--- config.mk ---
export PLATFORM = sky130hd
export DESIGN_NAME = bubble_sort_descending_unit
export DESIGN_NICKNAME = d
export VERILOG_FILES = /design/src/hw/rtl/bsd_pkg.sv /design/src/hw/rtl/bsd_cell.sv /design/src/hw/rtl/bubble_sort_descending_unit.sv
export SDC_FILE = /design/constraint.sdc
export NUM_CORES = 2
export LEC_CHECK = 0
export BUFFER_PORTS_ARGS = -buffer_cell sky130_fd_sc_hd__buf_2
export CAP_MARGIN = 30
export CORE_ASPECT_RATIO = 0.75
export CORE_UTILIZATION = 65
export CTS_CLUSTER_DIAMETER = 120
export CTS_CLUSTER_SIZE = 14
export DETAILED_ROUTE_END_ITERATION = 10
export GPL_TIMING_DRIVEN = 1
export PLACE_DENSITY = 0.82
export SETUP_SLACK_MARGIN = 0.1
export SLEW_MARGIN = 20
export SYNTH_ARGS = -nofsm -noshare
export SYNTH_HDL_FRONTEND = slang
export SYNTH_HIERARCHICAL = 1
export SYNTH_SLANG_ARGS = --single-unit
export TNS_END_PERCENT = 1
--- constraint.sdc ---
create_clock -name clk -period 12.2 [get_ports clk]
set_input_delay 0.61 -clock clk [delete_from_list [all_inputs] [get_ports clk]]
set_output_delay 0.61 -clock clk [all_outputs]
set_load 0.01 [all_outputs]
--- src/hw/rtl/bsd_pkg.sv ---
// Shared constants and types for the descending insertion sorter.
package bsd_pkg;

	localparam int MAX_ELEMENTS = 32;
	localparam int VALUE_WIDTH  = 16;
	localparam int CNT_W        = $clog2(MAX_ELEMENTS + 1);

	// What one cell shows its neighbors.
	typedef struct packed {
		logic                          valid;
		logic                          ge;
		logic signed [VALUE_WIDTH-1:0] value;
	} cell_link_t;

	// Broadcast control to every cell of the row.
	typedef struct packed {
		logic ins;
		logic shift;
	} cell_ctrl_t;

endpackage

--- src/hw/rtl/bsd_cell.sv ---
// One cell of the sorting row: holds one word and trades it with its neighbors.
module bsd_cell (
	input  logic                                   clk,
	input  logic                                   arst_n,
	input  bsd_pkg::cell_ctrl_t                    ctrl,
	input  logic signed [bsd_pkg::VALUE_WIDTH-1:0] x,
	input  bsd_pkg::cell_link_t                    left,
	input  bsd_pkg::cell_link_t                    right,
	output bsd_pkg::cell_link_t                    link
);
	import bsd_pkg::*;

	logic                          valid_q;
	logic signed [VALUE_WIDTH-1:0] value_q;
	logic                          ge;

	// A cell keeps its word when it is at least the incoming one; otherwise it
	// takes the new word if its left neighbor keeps, or the neighbor's word.
	assign ge = valid_q && (value_q >= x);

	always_ff @(posedge clk or negedge arst_n) begin
		if (!arst_n) begin
			valid_q <= 1'b0;
		end else if (ctrl.shift) begin
			valid_q <= right.valid;
		end else if (ctrl.ins) begin
			valid_q <= valid_q | left.valid;
		end
	end

	always_ff @(posedge clk) begin
		if (ctrl.shift) begin
			value_q <= right.value;
		end else if (ctrl.ins && !ge) begin
			value_q <= left.ge ? x : left.value;
		end
	end

	assign link.valid = valid_q;
	assign link.ge    = ge;
	assign link.value = value_q;

endmodule

--- src/hw/rtl/bubble_sort_descending_unit.sv ---
// Top level: row of insertion cells, fill counter and drain sequencer.
// Each word is inserted as it arrives: one word per cycle while filling.
// A word with last_in starts the drain; in drain the first cell's word is registered as the first result.
// The row then shifts out one sorted word per cycle, n results for n stored words.
// busy is high for the whole drain; the next word is taken as the last result shows.
// Reset clears the fill count, the overflow mark and every cell's valid bit.
module bubble_sort_descending_unit (
	input  logic                                   clk,
	input  logic                                   arst_n,
	input  logic                                   start,
	output logic                                   busy,
	input  logic signed [bsd_pkg::VALUE_WIDTH-1:0] value,
	input  logic                                   last_in,
	output logic                                   strobe,
	output logic signed [bsd_pkg::VALUE_WIDTH-1:0] sorted_value,
	output logic                                   last_out,
	output logic                                   overflow
);
	import bsd_pkg::*;

	typedef enum logic {
		ST_FILL,
		ST_DRAIN
	} state_t;

	state_t            state_q;
	logic [CNT_W-1:0]  count_q;
	logic              dropped_q;
	logic              accept;
	logic              full;
	cell_ctrl_t        ctrl;
	cell_link_t        links [MAX_ELEMENTS];
	cell_link_t        head;
	cell_link_t        tail;

	assign busy   = (state_q == ST_DRAIN);
	assign accept = start && !busy;
	assign full   = (count_q == CNT_W'(MAX_ELEMENTS));

	assign ctrl.ins   = accept && !full;
	assign ctrl.shift = busy;

	// A virtual neighbor left of the first cell that always keeps its word,
	// and an empty one right of the last cell.
	assign head.valid = 1'b1;
	assign head.ge    = 1'b1;
	assign head.value = '0;
	assign tail.valid = 1'b0;
	assign tail.ge    = 1'b0;
	assign tail.value = '0;

	for (genvar k = 0; k < MAX_ELEMENTS; k++) begin : g_cell
		bsd_cell u_cell (
			.clk   (clk),
			.arst_n(arst_n),
			.ctrl  (ctrl),
			.x     (value),
			.left  ((k == 0) ? head : links[(k == 0) ? 0 : k - 1]),
			.right ((k == MAX_ELEMENTS - 1) ? tail
			        : links[(k == MAX_ELEMENTS - 1) ? k : k + 1]),
			.link  (links[k])
		);
	end

	always_ff @(posedge clk or negedge arst_n) begin
		if (!arst_n) begin
			state_q   <= ST_FILL;
			count_q   <= '0;
			dropped_q <= 1'b0;
			strobe    <= 1'b0;
			last_out  <= 1'b0;
			overflow  <= 1'b0;
		end else begin
			strobe <= 1'b0;
			unique case (state_q)
				ST_FILL: begin
					if (accept) begin
						if (full) begin
							dropped_q <= 1'b1;
						end else begin
							count_q <= count_q + CNT_W'(1);
						end
						if (last_in) begin
							state_q <= ST_DRAIN;
						end
					end
				end
				ST_DRAIN: begin
					strobe   <= 1'b1;
					last_out <= (count_q == CNT_W'(1));
					overflow <= dropped_q;
					count_q  <= count_q - CNT_W'(1);
					if (count_q == CNT_W'(1)) begin
						state_q   <= ST_FILL;
						dropped_q <= 1'b0;
					end
				end
				default: state_q <= ST_FILL;
			endcase
		end
	end

	always_ff @(posedge clk) begin
		if (busy) begin
			sorted_value <= links[0].value;
		end
	end

endmodule

* After elaboration in Yosys (flattened, before gate mapping)
Index checks and enable logic that the tools add are counted.
Word-level totals: output and inout port bits 20, input bits 20, flip-flop bits (word level) 571, word-level logic and storage cells 446
Cells by class: muxes and demuxes 169, $lt $le $gt $ge 32, bitwise gates (word level) 32, equality and inequality tests 6, add/subtract/negate cells 2, reduce and logical (&&, ||, !) cells 134
Operators with widths (count):
- $mux W16 | 93
- $ge A16 B16 Y1 | 32
- $mux W1 | 71
- $logic_and A1 B1 Y1 | 66
- $reduce_bool A2 Y1 | 32
- $logic_not A1 Y1 | 34
- $or A1 B1 Y1 | 31
- $mux W6 | 2
- $pmux W6 S2 | 1
- $add A6 B1 Y6 const B | 1
- $eq A6 B1 Y1 const B | 1
- $eq A6 B6 Y1 const B | 1
- $ne A2 B2 Y1 const B | 3
- $sub A6 B1 Y6 const B | 1
- $pmux W1 S2 | 2
- $reduce_and A3 Y1 | 1
- $ne A2 B1 Y1 const B | 1
- $reduce_and A2 Y1 | 1
- $not A1 Y1 | 1

* Logic depth before layout (Yosys ltp)
word-level depth 6, mapped depth 12, mapped depth without buffers 9

* Modules after synthesis
Netlist, hierarchy kept.
By module, submodules not included:
- bsd_cell at g_cell[0].u_cell ... | cells each 141, area each 1362.6 um2, instances 27
- bsd_cell at g_cell[5].u_cell ... | cells each 146, area each 1387.6 um2, instances 5
- bubble_sort_descending_unit | cells each 75, area each 1089.8 um2, instances 1

* Worst setup path before layout
No wires, ideal clock.
path kind reg2reg, start register state_q (netlist: busy), end register g_cell[0].u_cell.value_q[0] (enable), path slack 5.367 ns, period minus slack after synthesis 6.833 ns, cell stages (with the launch flop) 5, data arrival time 6.418 ns, library setup time 0.416 ns, cell sequence dfrtp_1 > nor2b_1 > nor2b_1 > nand3b_1 > o311ai_1
RTL lines:
- start, declared | line bubble_sort_descending_unit.sv:26 | state_t state_q;
- start signal, assigned | line bubble_sort_descending_unit.sv:67 | state_q <= ST_FILL;
- start signal, assigned | line bubble_sort_descending_unit.sv:84 | state_q <= ST_DRAIN;
- start signal, assigned | line bubble_sort_descending_unit.sv:94 | state_q <= ST_FILL;
- end signal, assigned | line bsd_cell.sv:33 | value_q <= right.value;
- end signal, assigned | line bsd_cell.sv:35 | value_q <= left.ge ? x : left.value;
- end, declared | line bsd_cell.sv:14 | logic signed [VALUE_WIDTH-1:0] value_q;

==> parameters.txt <==
Parameter                              Value

CTS
  Skew-Pair Late Insertion Delay    0.62 ns
  Number of setup buffers added after CTS    0
  Deepest level of the CTS H-tree    2
  Hold buffer count at CTS    0
  Count of clock tree sinks    571
  TritonCTS Buffers    between 40 and 50
  Clock transition at the registers of the reported paths    0.07 ns
  Library cell used as clock root buffer    sky130_fd_sc_hd__clkbuf_16
  Number of cells upsized or downsized after cts    0
  TritonCTS clock tree    built
  Buffer levels on the longest clock path    3

Timing
  Hold Fails Final Rpt    0
  Measured slew at the worst slew-check pin    1.015 ns
  Final critical path time including I/O delays and setup    4.331 ns
  Number of max-slew violations in the final report    0
  Worst slew slack as a fraction of its limit    0.3236
  Maximum clock rate    230.9 MHz
  Fin Setup TNS    0 ns
  Total setup violations reported at the end of the flow    0
  Portion of the clock cycle consumed by the worst path in the final layout    0.3550
  Largest clock skew in the final design    ~0.026 ns
  Unrepaired setup endpoints after global routing    no
  Final hold slack    0.1174 ns

Drt
  DRC violations left    0
  Average detailed-routed wire length per instance    between 20 and 25 um
  Average via count per standard cell    6.474
  Total number of vias    35530
  Detailed-routing iteration count for the pre-antenna-repair pass    6
  Wire length reported by the detailed router    roughly 120000 um
  Initial DRC Count    ~4000
  Number of nets still failing antenna checks after routing    0

Critical path
  Setup crit start kind    flip-flop
  CP arrival    4.64 ns
  Element type at the critical path end    flip-flop
  Required @ worst endpoint    approximately 13 ns
  Worst-path maximum fanout    74
  Type of the worst setup path    reg -> reg

Floorplanning
  IO Count    40
  Initial standard-cell utilization of the core    0.6634
  Placeable Area    0.06751 sq mm
  Die W    305.1 um
  DIE HEIGHT    229.3 um
  Die area    between 0.06 and 0.07 sq mm
  Std cell rows    82

Layout
  Fill cell total of the finished layout    between 4000 and 5000
  Net total in the final layout    5104
  Syn-to-layout area delta    5.638%
  Leading cell types in the layout, fill and taps excluded    sky130_fd_sc_hd__nand2_1 (632), sky130_fd_sc_hd__inv_1 (585), sky130_fd_sc_hd__edfxtp_1 (528), sky130_fd_sc_hd__ha_1 (516), sky130_fd_sc_hd__mux2i_1 (512)
  Share of layout cells above drive strength 1    0.08925
  Most common cell after layout, fill and taps aside    sky130_fd_sc_hd__nand2_1
  Final cell count without fillers    5488

Placed design
  Final weighted congestion in routability-driven placement    0.9167
  Total instance count after detailed placement    5399
  Port bufs    39
  Placed wire-length estimate after detailed placement    approximately 86000 um

GRT
  Number of global-route vias before repair    34000
  Maximum number of pins on one net before global-route repair    244
  First-pass GRT wire length    187600 um
  GRT Total Usage    0.3358
  Aggregate global routing overflow    0
  Number of antenna violations at the first check in global routing    1

Power
  Pwr per Cell Area    approximately 280 mW/mm^2
  Leakage    between 20 and 25 nW
  Maximum ir drop on the vdd rail    a little under 0.0004 V

Hold path
  Worst min path class    in -> async

Synth
  Number of warnings reported in the yosys synthesis log    6
  Mapped Cells    4608
  Synthesized area    approximately 0.045 sq mm
  Average instance area after synthesis    9.719 sq um

Flow run
  Max-capacitance violation count    0

Outcome
  Outcome    complete, no violations
worst paths after layout:
kind	startpoint	to	slack, ns	cells past startpoint
setup / recovery	busy	g_cell[30].u_cell/value_q[9]	7.87	7
hold / removal	arst_n	busy	0.12	2
setup reg to reg	busy	g_cell[30].u_cell/value_q[9]	7.87	7
hold reg to reg	g_cell[0].u_cell/value_q[0]	sorted_value[0]	0.50	0
max in group asynchronous	arst_n	busy	11.55	2
min in group clk	last_in	busy	0.26	3
area by class of cell:
type	instances	area, sq um	area share
inverter	585	2196	0.04642
clock inverter	3	37.54	0.0007934
tap	882	1104	0.02333
clock buffer	82	1308	0.02764
timing repair buffer	137	1027	0.02171
multi-input combinational	3227	24700	0.5221
antenna	1	2.502	0.00005290
sequential	571	16940	0.3580
power by group:
group	internal [W]	leakage, nW	switching (W)
Sequential	0.00382	6.22	0.00122
Combinational	0.00260	14.2	0.00406
Clock	0.000727	0.638	0.000738
through the flow:
step	setup slack (ns)	utilization	total power [W]	cell area, sq um
after floorplan	5.367	-	0.009591	44910
after global placement	7.727	0.6798	0.01114	45890
after detailed placement	7.626	0.6798	0.01150	45890
after CTS	7.889	0.6997	0.01301	47240
after global routing	7.668	0.7007	0.01402	47310
final	7.869	0.7008	0.01317	47310
sequential cells by signal (all words and copies together), names as in the netlist:
signal                 count
busy                       1
count_q                    6
dropped_q                  1
g_cell.u_cell/valid_q     32
g_cell.u_cell/value_q    512
last_out                   1
overflow                   1
sorted_value              16
strobe                     1
worst max-delay path, cell delays in order (launching register included):
cell and delay, ns:
sky130_fd_sc_hd__dfrtp_4 0.74, sky130_fd_sc_hd__nor2b_1 0.34, sky130_fd_sc_hd__nor2b_4 0.25, sky130_fd_sc_hd__buf_4 0.63, sky130_fd_sc_hd__buf_4 0.66, sky130_fd_sc_hd__nand3b_1 0.20
sky130_fd_sc_hd__o311ai_2 0.75, sky130_fd_sc_hd__buf_4 0.33
layer usage:
| metal | part of all wire | wire, um | up-vias | global-route usage |
|---|---|---|---|---|
| met2 | 0.44 | 52820 | 1823 | 0.5165 |
| met5 | 0 | 0 | - | 0 |
| met4 | 0.024 | 2873 | 0 | 0.08996 |
| li1 | - | - | 16450 | - |
| met1 | 0.43 | 51520 | 17020 | 0.4901 |
| met3 | 0.10 | 12520 | 239 | 0.05478 |
Power figures use the tool's default switching activity.
